==> src/rtl/core/adaptive_dct_quantizer_macros.svh <==
// assertion macros shared by the quantizer rtl
// depends on a clock named clk and an active-low reset named rst_n in scope
`ifndef ADAPTIVE_DCT_QUANTIZER_MACROS_SVH
`define ADAPTIVE_DCT_QUANTIZER_MACROS_SVH
`ifndef NO_ASSERTIONS
`define ADQ_ASSERT(lbl, prop) \
  lbl: assert property (@(posedge clk) disable iff (!rst_n) prop) \
    else $error("adq assertion failed");
`define ADQ_ASSERT_RST(lbl, prop) \
  lbl: assert property (@(posedge clk) prop) \
    else $error("adq reset assertion failed");
`else
`define ADQ_ASSERT(lbl, prop)
`define ADQ_ASSERT_RST(lbl, prop)
`endif
`endif

==> src/rtl/core/adq_pkg.sv <==
// types, constants and the luminance table of the quantizer
// no dependencies
package adq_pkg;

  // configuration register indexes
  localparam logic [1:0] REG_QUALITY  = 2'd0;
  localparam logic [1:0] REG_ADAPTIVE = 2'd1;

  localparam int QUALITY_RESET = 50;

  // step limits in q8.8
  localparam int STEP_MIN = 256;
  localparam int STEP_MAX = 65280;

  // rebuild divider width
  localparam int BNUM_W = 23;

  // main pipeline widths
  localparam int DIV_BITS = 17;
  localparam int N_W      = 42;
  localparam int D_W      = 32;
  localparam int SNUM_W   = 27;
  localparam int MAG_W    = 17;
  localparam int FAC_W    = 11;

  // dequantize rounding: (x + 8000) / 16000
  localparam int DEQ_BIAS = 8000;
  localparam int DEQ_DIV  = 16000;
  localparam int Q_SCALE  = 256000;

  typedef enum logic [1:0] {
    BLD_IDLE,
    BLD_LOAD,
    BLD_DIV,
    BLD_WRITE
  } bld_state_t;

  // step memory write request from the rebuild sequencer
  typedef struct packed {
    logic        en;
    logic [5:0]  addr;
    logic [15:0] data;
  } bld_wr_t;

  // one divider stage
  typedef struct packed {
    logic                neg;
    logic [N_W-1:0]      rem;
    logic [D_W-1:0]      den;
    logic [DIV_BITS-1:0] quo;
  } div_t;

  localparam logic [6:0] LUMA [64] = '{
    7'd16, 7'd11, 7'd10, 7'd16, 7'd24,  7'd40,  7'd51,  7'd61,
    7'd12, 7'd12, 7'd14, 7'd19, 7'd26,  7'd58,  7'd60,  7'd55,
    7'd14, 7'd13, 7'd16, 7'd24, 7'd40,  7'd57,  7'd69,  7'd56,
    7'd14, 7'd17, 7'd22, 7'd29, 7'd51,  7'd87,  7'd80,  7'd62,
    7'd18, 7'd22, 7'd37, 7'd56, 7'd68,  7'd109, 7'd103, 7'd77,
    7'd24, 7'd35, 7'd55, 7'd64, 7'd81,  7'd104, 7'd113, 7'd92,
    7'd49, 7'd64, 7'd78, 7'd87, 7'd103, 7'd121, 7'd120, 7'd101,
    7'd72, 7'd92, 7'd95, 7'd98, 7'd112, 7'd100, 7'd103, 7'd99
  };

endpackage

==> src/rtl/core/adq_step_builder.sv <==
// rebuilds the 64 quality-scaled q8.8 steps with a serial divider
// depends on adq_pkg
module adq_step_builder (
  input  logic                clk,
  input  logic                rst_n,
  input  logic                start,
  input  logic [6:0]          quality,
  output logic                busy,
  output adq_pkg::bld_wr_t    wr
);

  adq_pkg::bld_state_t               state_r, state_nxt;
  logic [5:0]                        k_r, k_nxt;
  logic [4:0]                        cnt_r, cnt_nxt;
  logic [adq_pkg::BNUM_W-1:0]        num_r, num_nxt;
  logic [adq_pkg::BNUM_W-1:0]        quo_r, quo_nxt;
  logic [7:0]                        den_r, den_nxt;
  logic [7:0]                        rem_r, rem_nxt;
  logic [6:0]                        qc;
  logic [6:0]                        t;
  logic [12:0]                       tq;
  logic [8:0]                        rem_sh;

  // clamp quality into 1..100
  always_comb begin
    if (quality == 7'd0) begin
      qc = 7'd1;
    end else if (quality > 7'd100) begin
      qc = 7'd100;
    end else begin
      qc = quality;
    end
  end

  assign t      = adq_pkg::LUMA[k_r];
  assign tq     = 13'(t) * 13'(7'd100 - qc);
  assign rem_sh = {rem_r, num_r[adq_pkg::BNUM_W-1]};

  // sequencer: load operands, divide one bit a cycle, write the step
  always_comb begin
    state_nxt = state_r;
    k_nxt     = k_r;
    cnt_nxt   = cnt_r;
    num_nxt   = num_r;
    quo_nxt   = quo_r;
    den_nxt   = den_r;
    rem_nxt   = rem_r;
    wr.en     = 1'b0;
    wr.addr   = k_r;
    wr.data   = 16'(adq_pkg::STEP_MIN);
    if (quo_r > adq_pkg::BNUM_W'(adq_pkg::STEP_MAX)) begin
      wr.data = 16'(adq_pkg::STEP_MAX);
    end else if (quo_r > adq_pkg::BNUM_W'(adq_pkg::STEP_MIN)) begin
      wr.data = quo_r[15:0];
    end
    unique case (state_r)
      adq_pkg::BLD_IDLE: begin
      end
      adq_pkg::BLD_LOAD: begin
        if (qc < 7'd50) begin
          num_nxt = adq_pkg::BNUM_W'(t * 15'd25600) + adq_pkg::BNUM_W'(qc);
          den_nxt = {qc, 1'b0};
        end else begin
          num_nxt = adq_pkg::BNUM_W'({tq, 10'd0}) + adq_pkg::BNUM_W'(100);
          den_nxt = 8'd200;
        end
        rem_nxt   = '0;
        quo_nxt   = '0;
        cnt_nxt   = '0;
        state_nxt = adq_pkg::BLD_DIV;
      end
      adq_pkg::BLD_DIV: begin
        num_nxt = {num_r[adq_pkg::BNUM_W-2:0], 1'b0};
        if (rem_sh >= {1'b0, den_r}) begin
          rem_nxt = 8'(rem_sh - {1'b0, den_r});
          quo_nxt = {quo_r[adq_pkg::BNUM_W-2:0], 1'b1};
        end else begin
          rem_nxt = rem_sh[7:0];
          quo_nxt = {quo_r[adq_pkg::BNUM_W-2:0], 1'b0};
        end
        cnt_nxt = 5'(cnt_r + 5'd1);
        if (cnt_r == 5'(adq_pkg::BNUM_W - 1)) begin
          state_nxt = adq_pkg::BLD_WRITE;
        end
      end
      adq_pkg::BLD_WRITE: begin
        wr.en = 1'b1;
        k_nxt = 6'(k_r + 6'd1);
        if (k_r == 6'd63) begin
          state_nxt = adq_pkg::BLD_IDLE;
        end else begin
          state_nxt = adq_pkg::BLD_LOAD;
        end
      end
      default: begin
        state_nxt = adq_pkg::BLD_IDLE;
      end
    endcase
    if (start) begin
      state_nxt = adq_pkg::BLD_LOAD;
      k_nxt     = '0;
      wr.en     = 1'b0;
    end
  end

  assign busy = (state_r != adq_pkg::BLD_IDLE);

  // state register, a full rebuild runs out of reset
  always_ff @(posedge clk) begin
    if (!rst_n) begin
      state_r <= adq_pkg::BLD_LOAD;
      k_r     <= '0;
      cnt_r   <= '0;
    end else begin
      state_r <= state_nxt;
      k_r     <= k_nxt;
      cnt_r   <= cnt_nxt;
    end
  end

  // datapath registers
  always_ff @(posedge clk) begin
    num_r <= num_nxt;
    quo_r <= quo_nxt;
    den_r <= den_nxt;
    rem_r <= rem_nxt;
  end

endmodule

==> config.mk <==
export PLATFORM = sky130hd
export DESIGN_NAME = adq_step_builder
export DESIGN_NICKNAME = d
export VERILOG_FILES = /design/src/rtl/core/adaptive_dct_quantizer_macros.svh /design/src/rtl/core/adq_pkg.sv /design/src/rtl/core/adq_step_builder.sv
export SDC_FILE = /design/constraint.sdc
export NUM_CORES = 1
export LEC_CHECK = 0
export BUFFER_PORTS_ARGS = -buffer_cell sky130_fd_sc_hd__buf_2
export CAP_MARGIN = 30
export CELL_PAD_IN_SITES_DETAIL_PLACEMENT = 1
export CELL_PAD_IN_SITES_GLOBAL_PLACEMENT = 1
export CORE_MARGIN = 2
export CORE_UTILIZATION = 50
export DETAILED_ROUTE_END_ITERATION = 16
export GPL_TIMING_DRIVEN = 0
export MAX_ROUTING_LAYER = met4
export PLACE_DENSITY_LB_ADDON = 0.1
export SYNTH_ARGS = -nofsm -noshare
export SYNTH_HDL_FRONTEND = slang
export SYNTH_SLANG_ARGS = --single-unit
==> constraint.sdc <==
create_clock -name clk -period 9.4 [get_ports clk]
set_clock_uncertainty 0.1 [all_clocks]
set_input_delay 1.88 -clock clk [delete_from_list [all_inputs] [get_ports clk]]
set_output_delay 1.88 -clock clk [all_outputs]
set_load 0.005 [all_outputs]
==> results of run 1 <==
## power by group
group / internal (mW) / total (mW) / switching (mW) / leakage, nW
clock network: 0.235 / 0.371 / 0.136 / 0.168
registers: 0.405 / 0.426 / 0.0210 / 0.755
logic: 0.108 / 0.275 / 0.167 / 2.54
## worst max-delay path: stages
cell and delay [ns]:
buf_2 0.20, nor2_1 0.07, a21oi_1 0.16, a2bb2oi_1 0.60, buf_4 0.27, ha_1 0.24, and2b_1 0.23, o211ai_1 0.19
nand3_1 0.31, or2_1 0.35, fa_1 0.54, inv_1 0.05, fa_1 0.48, fa_1 0.55, inv_1 0.06, fa_1 0.53
inv_1 0.05, ha_1 0.35, o21a_1 0.20, a2111oi_0 0.47, a21oi_1 0.19, a2111o_1 0.42, nand3_1 0.09
## worst max-delay path by stage
stage,slack [ns],startpoint,cells past startpoint,to
finish,1.02,quality[5],23,num_r[22]
global route,0.72,quality[3],23,num_r[22]
CTS,1.05,quality[3],23,num_r[22]
detailed placement,0.77,quality[3],23,num_r[22]
global placement,0.77,quality[3],22,num_r[22]
floorplan,1.76,quality[5],22,num_r[22]
## per-stage QoR
stage                     util (%)  setup WS (ns)  area, um^2  hold WS, ns  instances
after floorplan                  -           1.76        6870        0.379        724
after global placement        54.5          0.767        7250        0.397        931
after detailed placement      54.8          0.766        7280        0.412        934
after CTS                     57.3           1.05        7620        0.420        950
after global routing          57.3          0.724        7620        0.452        950
final                         57.3           1.02        7620        0.414        950
## cell usage in the layout (no fill, tap or decap), types with 12 or more instances in the layout
cell type,n
buf_2,41
edfxtp_1,61
xnor2_1,15
o21ai_0,31
nand2_1,43
nand3_1,15
nor2_1,40
ha_1,79
nor2b_1,20
a21oi_1,33
fa_1,34
and2_1,51
nand2b_1,13
clkbuf_16,12
inv_1,88
mux2i_1,12
dfxtp_1,13
## registers in the layout (all words and copies together) (netlist names)
register  flops
state_r       2
rem_r         8
num_r        23
k_r           6
cnt_r         5
den_r         7
quo_r        23
## per-layer routing
| metal | vias to the layer above | share of wire [%] | global-route usage (%) |
|---|---|---|---|
| li1 | 2570 | - | - |
| met1 | 2741 | 43 | 31.2 |
| met2 | 92 | 52 | 46.9 |
| met3 | 38 | 2.2 | 3.34 |
| met4 | 0 | 2.5 | 8.07 |
| met5 | - | 0 | - |
## final cells by class
class | count | area (um^2)
plain buffers | 28 | 158
clock buffers | 13 | 314
clock inverters | 3 | 20.0
fillers | 1545 | 5680
inverters | 91 | 342
multi-input cells | 531 | 4280
flip-flops and latches | 74 | 2090
well taps | 176 | 220
repair buffers | 34 | 188
## cells by family (layout without fill, tap and decap cells)
| kind of cell | Yosys count | count (layout) | synth area share [%] |
|---|---|---|---|
| buffers and inverters | 119 | 169 | 7.28 |
| other | 2 | 6 | 0.110 |
| xor gates and xnor gates | 25 | 25 | 3.19 |
| and+or+nand+nor | 228 | 228 | 17.6 |
| AOI/OAI and AO/OA | 140 | 140 | 13.7 |
| DFF | 74 | 74 | 30.5 |
| muxes | 18 | 18 | 3.07 |
| adders and majority gates | 114 | 114 | 24.5 |
==> results.md, run 1 <==
- Placer Congestion: 0.858
- Die boundary width: ~120 um
- Top cell type's share of synthesized area: approximately a quarter
- Max Cap Viol: 0
- Cell count after synthesis: 720
- Via count of the first global-routing pass: 6029
- Area grow syn2layout: 11.1%
- FMAX: between 100 and 150 MHz
- Die footprint: 0.0147 mm^2
- Worst-margin pin slew: slightly above 0.9 ns
- Vias per cell: 5.73
- Number of H-tree levels: 3
- Register-to-Register Path Depth: 23
- Cell area after synthesis: 0.00686 mm^2
- Worst R2R End: num_r[22]
- Total number of vias: approximately 5400
- Post-layout minimum cycle time: 8.38 ns
- Startpoint Class: input port
- Terminating pin of the worst hold path: cnt_r[0]
- # Post-CTS Setup Buffers: 0
- CTS buffer count: 9
- Ratio of cells with drive above 1 in the final layout: 11.5%
- Mean area per synthesized cell: 9.52 um^2
- Total global routing overflow: 0
- Count of TritonRoute iterations in the first routing pass: 4
- Data required, critical path: 9.49 ns
- Drt drc: 0
- Proportion of register bits with asynchronous set or reset after synthesis: 0%
- Max FO, Critical Path: 10
- CTS hold repair buffers: 0
- Die span in y: 121 um
- TritonCTS clock tree: built
- Number of synthesized flops with an enable pin: 61
- Wire length of the first global-routing pass: 29900 um
- Count of boundary I/O pins: 34
- Worst supply voltage drop on vdd: 0.0000847 V
- Number of antenna violations at the first check in global routing: 0
- Top area cells in the synthesized netlist: edfxtp_1 27%, ha_1 15%, fa_1 9.9%
- Class of the most critical hold timing path: register to register
- Outcome: completed
- Hold_sp: cnt_r[0]
- Element type at the critical path end: register
- Leakage Power: ~3.5 nW
- Flops & latches, synth: 74
- Register clock-pin slew on the reported worst setup and hold paths: 0.06 ns
- Max-slew violation count: 0
- Number of instances resized during post-cts repair: 0
- Number of nets at the end of the flow: 893
- Final hold violations: 0
- Register area share after synthesis: between 30 and 40%
- Clock insertion delay at the later pin of the skew report: 0.33 ns
- Top cell types by occurrence after synthesis: 88 x inv_1, 80 x ha_1, 61 x edfxtp_1
- Routed length per placed instance: between 15 and 20 um
- Worst Path Arrival: 8.48 ns
- Most used DFF post-synth: edfxtp_1
- Maximum count of clock buffers along a single path: 2
- Std-Cell Rows: 42
- Clock Sink Count: 74
- Number of DRC violations after detailed-routing iteration 0: 267
- Pin count of the biggest net entering global routing: 31
- Drt total wl: 18100 um
- Max-slew headroom at the worst pin: 37.7%
- Tot Pwr: 1.07 mW
- Warnings, synthesis: 0
- Antenna Nets Post-Route: 0
- Buffer cell driving the clock tree root: clkbuf_16
- Initial Util: 51.6%
- Part of the cycle the worst path needs: 89.2%
- Worst Hold Depth: 2
- Most common cell in the netlist: inv_1
- Final HPWL DP: 13500 um
- Synth cell types: 66
- Critical path start-end classification: input port to register
- GRT Total Usage: 26.4%
- Power density relative to cell area: 141 mW/mm^2
- Most area-hungry cell type in the Yosys netlist: edfxtp_1
- Antenna Diode Count: 0
- Quantity of I/O buffers inserted on ports: 31
- Unrepaired setup endpoints after global routing: false
- Placeable core region: ~0.013 mm^2
- Startpoint of the most critical register-to-register path: k_r[0]
- FF-to-FF setup slack: between 2 and 2.5 ns
- Count of final setup violators: 0
- Setup Total Neg Slack: 0 ns
No activity file was read; power rests on OpenSTA's default activity.
==> run 2, diff against run 1 <==
CELL_PAD_IN_SITES_DETAIL_PLACEMENT = default   (was 1)
CELL_PAD_IN_SITES_GLOBAL_PLACEMENT = default   (was 1)
CORE_UTILIZATION = 63   (was 50)
PLACE_DENSITY = 0.82   (was default)
PLACE_DENSITY_LB_ADDON = default   (was 0.1)
==> run 2 against run 1 <==
Net effect: register-to-register slack better by 0.10 ns; combinational power is 5% lower; first-iteration DRC count is 71% higher; fmax is 1.7% higher; critical path depth is 1 lower; worst hold slack better by 0.016 ns; non-clock buffer count is 2 lower; via count is 0.72% lower; die area is 20% lower; largest power group unchanged.
==> results.md, run 2 (synthesized netlist as in run 1, its figures left out) <==
- Outcome: completed
- Post-layout worst setup margin: 1.15 ns (+0.138 ns)
- Final HPWL DP: 11700 um (-13%)
- # Post-CTS Setup Buffers: 0 (unchanged)
- Count of TritonRoute iterations in the first routing pass: 7 (+3)
- Multi-input combinational cell area: 0.00428 mm^2 (unchanged)
- FF-to-FF setup slack: 2.55 ns (+0.10 ns)
- Worst R2R End: num_r[22]
- Hold_sp: num_r[17]
- Data required, critical path: 9.52 ns (+0.03 ns)
- Antenna Diode Count: 0 (unchanged)
- Worst-margin pin slew: 1.04 ns (+0.116 ns)
- Maximum count of clock buffers along a single path: 2 (unchanged)
- Startpoint Class: input port
- Final hold violations: 0 (unchanged)
- Leading cell types in the layout, fill and taps excluded: 88 x inv_1, 79 x ha_1, 61 x edfxtp_1
- Max Cap Viol: 0 (unchanged)
- Terminating pin of the worst hold path: num_r[18]
- Count of final setup violators: 0 (unchanged)
- Clock Sink Count: 74 (unchanged)
- Die footprint: 0.0117 mm^2 (-20%)
- CTS hold repair buffers: 0 (unchanged)
- Most common cell after layout, fill and taps aside: inv_1
- Worst Hold Depth: 1 (-1)
- CTS buffer count: 9 (unchanged)
- Worst supply voltage drop on vdd: 0.000101 V (+19%)
- Power density relative to cell area: 125 mW/mm^2 (-11%)
- Number of nets at the end of the flow: 891 (-0.22%)
- Ratio of cells with drive above 1 in the final layout: 11.1% (-0.36 points)
- Initial Util: 63.8% (+12 points)
- Critical path start-end classification: input port to register
- Total global routing overflow: 0 (unchanged)
- Number of instances resized during post-cts repair: 0 (unchanged)
- Number of antenna violations at the first check in global routing: 0 (unchanged)
- Number of H-tree levels: 3 (unchanged)
- Register clock-pin slew on the reported worst setup and hold paths: 0.07 ns (about the same)
- Number of DRC violations after detailed-routing iteration 0: 456 (+71%)
- Area grow syn2layout: 8.19%
- Placer Congestion: 0.924 (+7.7%)
- Max FO, Critical Path: 10 (unchanged)
- Pin count of the biggest net entering global routing: 32 (+3.2%)
- Placement-stage cell area: 0.00723 mm^2 (-0.79%)
- Part of the cycle the worst path needs: 87.7% (-1.5 points)
- Clock insertion delay at the later pin of the skew report: 0.36 ns (+0.03 ns)
- Drt total wl: 15500 um (-14%)
- Unrepaired setup endpoints after global routing: false
- Total number of vias: 5402 (-0.72%)
- Max-slew violation count: 0 (unchanged)
- Quantity of I/O buffers inserted on ports: 31 (unchanged)
- Setup slack at placement: 0.932 ns (+0.166 ns)
- Sequential cell area: 0.00209 mm^2 (unchanged)
- Filler cell count in the final layout: 841 (-46%)
- Placeable core region: 0.0107 mm^2 (-19%)
- Post-layout minimum cycle time: 8.25 ns (-0.138 ns)
- FMAX: 121 MHz (+1.7%)
- Final cell area excluding filler cells: 0.00742 mm^2 (-2.6%)
- Register-to-Register Path Depth: 22 (-4.3%)
- Leakage Power: 3.39 nW (-2.2%)
- Largest regs: num_r x23, quo_r x23, rem_r x8
- Die boundary width: 108 um (-11%)
- Count of boundary I/O pins: 34 (unchanged)
- Std-Cell Rows: 38 (-9.5%)
- TritonCTS clock tree: built
- Final cell utilization of the core: 69.0% (+12 points)
- Via count of the first global-routing pass: 5237 (-13%)
- Worst Path Arrival: 8.36 ns (-0.12 ns)
- GRT Total Usage: 28.0% (+1.6 points)
- Vias per cell: 5.92 (+3.4%)
- Class of the most critical hold timing path: register to register
- Routed length per placed instance: 17.0 um (-10%)
- Wire length of the first global-routing pass: 24900 um (-17%)
- Buffer cell driving the clock tree root: clkbuf_8
- Startpoint of the most critical register-to-register path: k_r[0]
- Die span in y: 108 um (-11%)
- Antenna Nets Post-Route: 0 (unchanged)
- Element type at the critical path end: register
- Drt drc: 0 (unchanged)
- Setup Total Neg Slack: 0 ns (unchanged)
- Max-slew headroom at the worst pin: 30.1% (-7.6 points)
run 2: changes by cell type in the layout (fill, tap and decap cells not counted):
| cell | change |
|---|---|
| clkbuf_16 | -12 |
| clkbuf_8 | +8 |
| clkinv_4 | +2 |
| buf_2 | -1 |
| buf_4 | -1 |
| bufinv_16 | +1 |
| clkbuf_1 | +1 |
| clkinv_2 | +1 |
| inv_4 | -1 |
run 2: worst max path at each step:
stage / to / cells past startpoint / startpoint / slack (ns)
6_report: num_r[22] / 22 / quality[4] / 1.15
5_1_grt: num_r[22] / 22 / quality[5] / 0.85
3_5_place_dp: num_r[22] / 22 / quality[5] / 0.93
4_1_cts: num_r[22] / 22 / quality[5] / 1.30
2_1_floorplan: num_r[22] / 22 / quality[5] / 1.76
3_3_place_gp: num_r[22] / 22 / quality[3] / 1.08
run 2: area by class of cell:
cell class              instances  share of cell area, %
plain buffers                  28                   2.12
repair buffers                 32                   2.36
multi-input cells             531                   57.7
clock inverters                 6                  0.894
inverters                      91                   4.60
clock buffers                  10                   1.72
well taps                     140                   2.36
flip-flops and latches         74                   28.2
run 2: metrics by stage:
| step | hold slack (ns) | total power, mW | std cells |
|---|---|---|---|
| 2_1_floorplan | 0.379 | 0.613 | 724 |
| 3_3_place_gp | 0.394 | 0.671 | 895 |
| 3_5_place_dp | 0.418 | 0.686 | 896 |
| 4_1_cts | 0.430 | 0.927 | 912 |
| 5_1_grt | 0.445 | 0.976 | 912 |
| 6_report | 0.431 | 0.928 | 912 |
run 2: report_power, final:
group          total [mW]  internal (mW)  leakage, nW  switching (mW)
sequential          0.423          0.404        0.755          0.0190
combinational       0.261          0.106         2.53           0.156
clock               0.243          0.124        0.101           0.120
run 2: critical path: stages:
cell and delay (ns):
buf_2 0.19, nor3_1 0.09, a21oi_1 0.13, a2bb2oi_1 0.84
ha_1 0.38, and2b_1 0.23, o211ai_1 0.16, nand3_1 0.28
or2_1 0.33, fa_1 0.54, inv_1 0.05, fa_1 0.48
fa_1 0.55, inv_1 0.05, fa_1 0.53, inv_1 0.04
ha_1 0.33, o21a_1 0.21, a2111oi_0 0.45, a21oi_1 0.13
a2111o_1 0.41, nand3_1 0.08
run 2: routing by layer:
metal,vias to the layer above,routed length (um),share of wire [%],global-route usage (%)
met5,-,0,0,-
met4,0,311,2.0,10.7
met3,26,1030,6.6,3.07
met2,205,7630,49,46.5
met1,2604,6570,42,35.4
li1,2567,-,-,-
==> run 3, diff against run 2 <==
MAX_ROUTING_LAYER = default   (was met4)
==> run 3 against run 2 <==
Net effect: via count up 0.87%; final area up 0.19%; worst hold slack worse by 0.0041 ns; register-to-register slack worse by 0.08 ns; utilization up 0.13 points; worst setup slack better by 0.071 ns; sequential cell count unchanged; clock power up 2%; non-clock buffer count unchanged; clock-buffer cell count up 2; critical endpoint unchanged; largest cell class unchanged; highest routed layer unchanged.
==> results.md, run 3 (synthesized netlist as in run 1, its figures left out) <==
- Max-slew violation count: 0 (unchanged)
- Drt drc: 0 (unchanged)
- Placeable core region: 0.0107 mm^2 (unchanged)
- Count of boundary I/O pins: 34 (unchanged)
- Maximum count of clock buffers along a single path: 2 (unchanged)
- Quantity of I/O buffers inserted on ports: 31 (unchanged)
- Clock insertion delay at the later pin of the skew report: 0.34 ns (-0.02 ns)
- Placement-stage cell area: 0.00723 mm^2 (unchanged)
- Startpoint Class: input port
- Sequential cell area: 0.00209 mm^2 (unchanged)
- Worst supply voltage drop on vdd: 0.000124 V (+23%)
- Clock Sink Count: 74 (unchanged)
- Area grow syn2layout: 8.39%
- # Post-CTS Setup Buffers: 0 (unchanged)
- Wire length of the first global-routing pass: 25300 um (+1.5%)
- Register clock-pin slew on the reported worst setup and hold paths: 0.07 ns (about the same)
- Total number of vias: 5449 (+0.87%)
- Antenna Nets Post-Route: 0 (unchanged)
- Filler cell count in the final layout: 821 (-2.4%)
- Largest regs: num_r x23, quo_r x23, rem_r x8
- Hold Slack: 0.427 ns (-0.00415 ns)
- Worst-margin pin slew: 0.933 ns (-0.111 ns)
- Outcome: completed
- Multi-input combinational cell area: 0.00428 mm^2 (unchanged)
- Critical path start-end classification: input port to register
- Via count of the first global-routing pass: 5270 (+0.63%)
- Number of DRC violations after detailed-routing iteration 0: 407 (-11%)
- Leading cell types in the layout, fill and taps excluded: 88 x inv_1, 79 x ha_1, 61 x edfxtp_1
- Routed length per placed instance: 17.1 um (+0.37%)
- Power density relative to cell area: 125 mW/mm^2 (+0.25%)
- Number of H-tree levels: 3 (unchanged)
- Hold_sp: num_r[17]
- Die footprint: 0.0117 mm^2 (unchanged)
- Placer Congestion: 0.878 (-4.9%)
- Buffer cell driving the clock tree root: clkbuf_8
- CTS hold repair buffers: 0 (unchanged)
- Number of instances resized during post-cts repair: 0 (unchanged)
- Startpoint of the most critical register-to-register path: k_r[1]
- Most common cell after layout, fill and taps aside: inv_1
- Die boundary width: 108 um (unchanged)
- Max-slew headroom at the worst pin: 37.5% (+7.4 points)
- Leakage Power: 3.40 nW (+0.21%)
- Count of TritonRoute iterations in the first routing pass: 5 (-2)
- Final cell area excluding filler cells: 0.00743 mm^2 (+0.19%)
- Part of the cycle the worst path needs: 87.0% (-0.75 points)
- Number of antenna violations at the first check in global routing: 0 (unchanged)
- Count of final setup violators: 0 (unchanged)
- TritonCTS clock tree: built
- Final HPWL DP: 11800 um (+0.75%)
- Post-layout minimum cycle time: 8.17 ns (-0.0706 ns)
- Unrepaired setup endpoints after global routing: false
- Initial Util: 63.8% (unchanged)
- Timing startpoint of the critical path: quality[3]
- Final hold violations: 0 (unchanged)
- Max FO, Critical Path: 10 (unchanged)
- Die span in y: 108 um (unchanged)
- Ratio of cells with drive above 1 in the final layout: 11.1% (unchanged)
- Vias per cell: 5.97 (+0.87%)
- CTS buffer count: 9 (unchanged)
- Antenna Diode Count: 0 (unchanged)
- Worst Path Arrival: 8.27 ns (-0.09 ns)
- Number of nets at the end of the flow: 891 (unchanged)
- Class of the most critical hold timing path: register to register
- Std-Cell Rows: 38 (unchanged)
- FMAX: 122 MHz (+0.86%)
- Total global routing overflow: 0 (unchanged)
- Max Cap Viol: 0 (unchanged)
- Drt total wl: 15600 um (+0.37%)
- Element type at the critical path end: register
- GRT Total Usage: 27.4% (-0.57 points)
- Data required, critical path: 9.50 ns (-0.02 ns)
- Setup Total Neg Slack: 0 ns (unchanged)
- Pin count of the biggest net entering global routing: 36 (+13%)
[run 3: changes by cell type in the layout (fill, tap and decap cells not counted)]
cell       before  now
bufinv_16       1    0
clkbuf_16       0    2
inv_4           0    2
inv_6           1    0
clkinv_2        2    0
[run 3: report_power, final]
part	total, mW	internal [mW]	switching, mW
Sequential	0.424	0.404	0.0195
Combinational	0.260	0.106	0.154
Clock	0.248	0.129	0.119
[run 3: routing by layer]
metal	share of wire, %	global-route usage (%)
met5	0	0
met4	1.2	6.78
met3	5.0	3.98
met2	50	47.4
met1	44	36.3
[run 3: final cells by class]
type	count	share of cell area (%)
buffer	28	2.12
sequential	74	28.1
tap	140	2.36
timing repair buffer	32	2.36
clock buffer	12	2.39
clock inverter	4	0.404
multi-input combinational	531	57.6
inverter	91	4.60
[run 3: per-stage QoR]
stage / setup WS [ns] / power [mW] / instances / util (%)
2_1_floorplan: 1.76 / 0.613 / 724 / -
3_3_place_gp: 1.07 / 0.669 / 895 / 67.0
3_5_place_dp: 0.969 / 0.686 / 896 / 67.2
4_1_cts: 1.30 / 0.933 / 912 / 69.2
5_1_grt: 0.837 / 0.982 / 912 / 69.2
6_report: 1.23 / 0.932 / 912 / 69.2
[run 3: worst paths after layout]
kind	to	slack [ns]	cells after the start
setup reg to reg	num_r[22]	2.47	23
setup / recovery	num_r[22]	1.23	22
hold / removal	num_r[18]	0.43	1
hold reg to reg	num_r[18]	0.43	1
[run 3: worst max-delay path: stages]
cell and delay [ns]:
buf_2 0.19, nor3_1 0.09, a21oi_1 0.15, a2bb2oi_1 0.76, ha_1 0.37, and2b_1 0.23, o211ai_1 0.16, nand3_1 0.25
or2_1 0.32, fa_1 0.54, inv_1 0.05, fa_1 0.48, fa_1 0.55, inv_1 0.05, fa_1 0.52, inv_1 0.04
ha_1 0.33, o21a_1 0.20, a2111oi_0 0.41, a21oi_1 0.15, a2111o_1 0.42, nand3_1 0.10
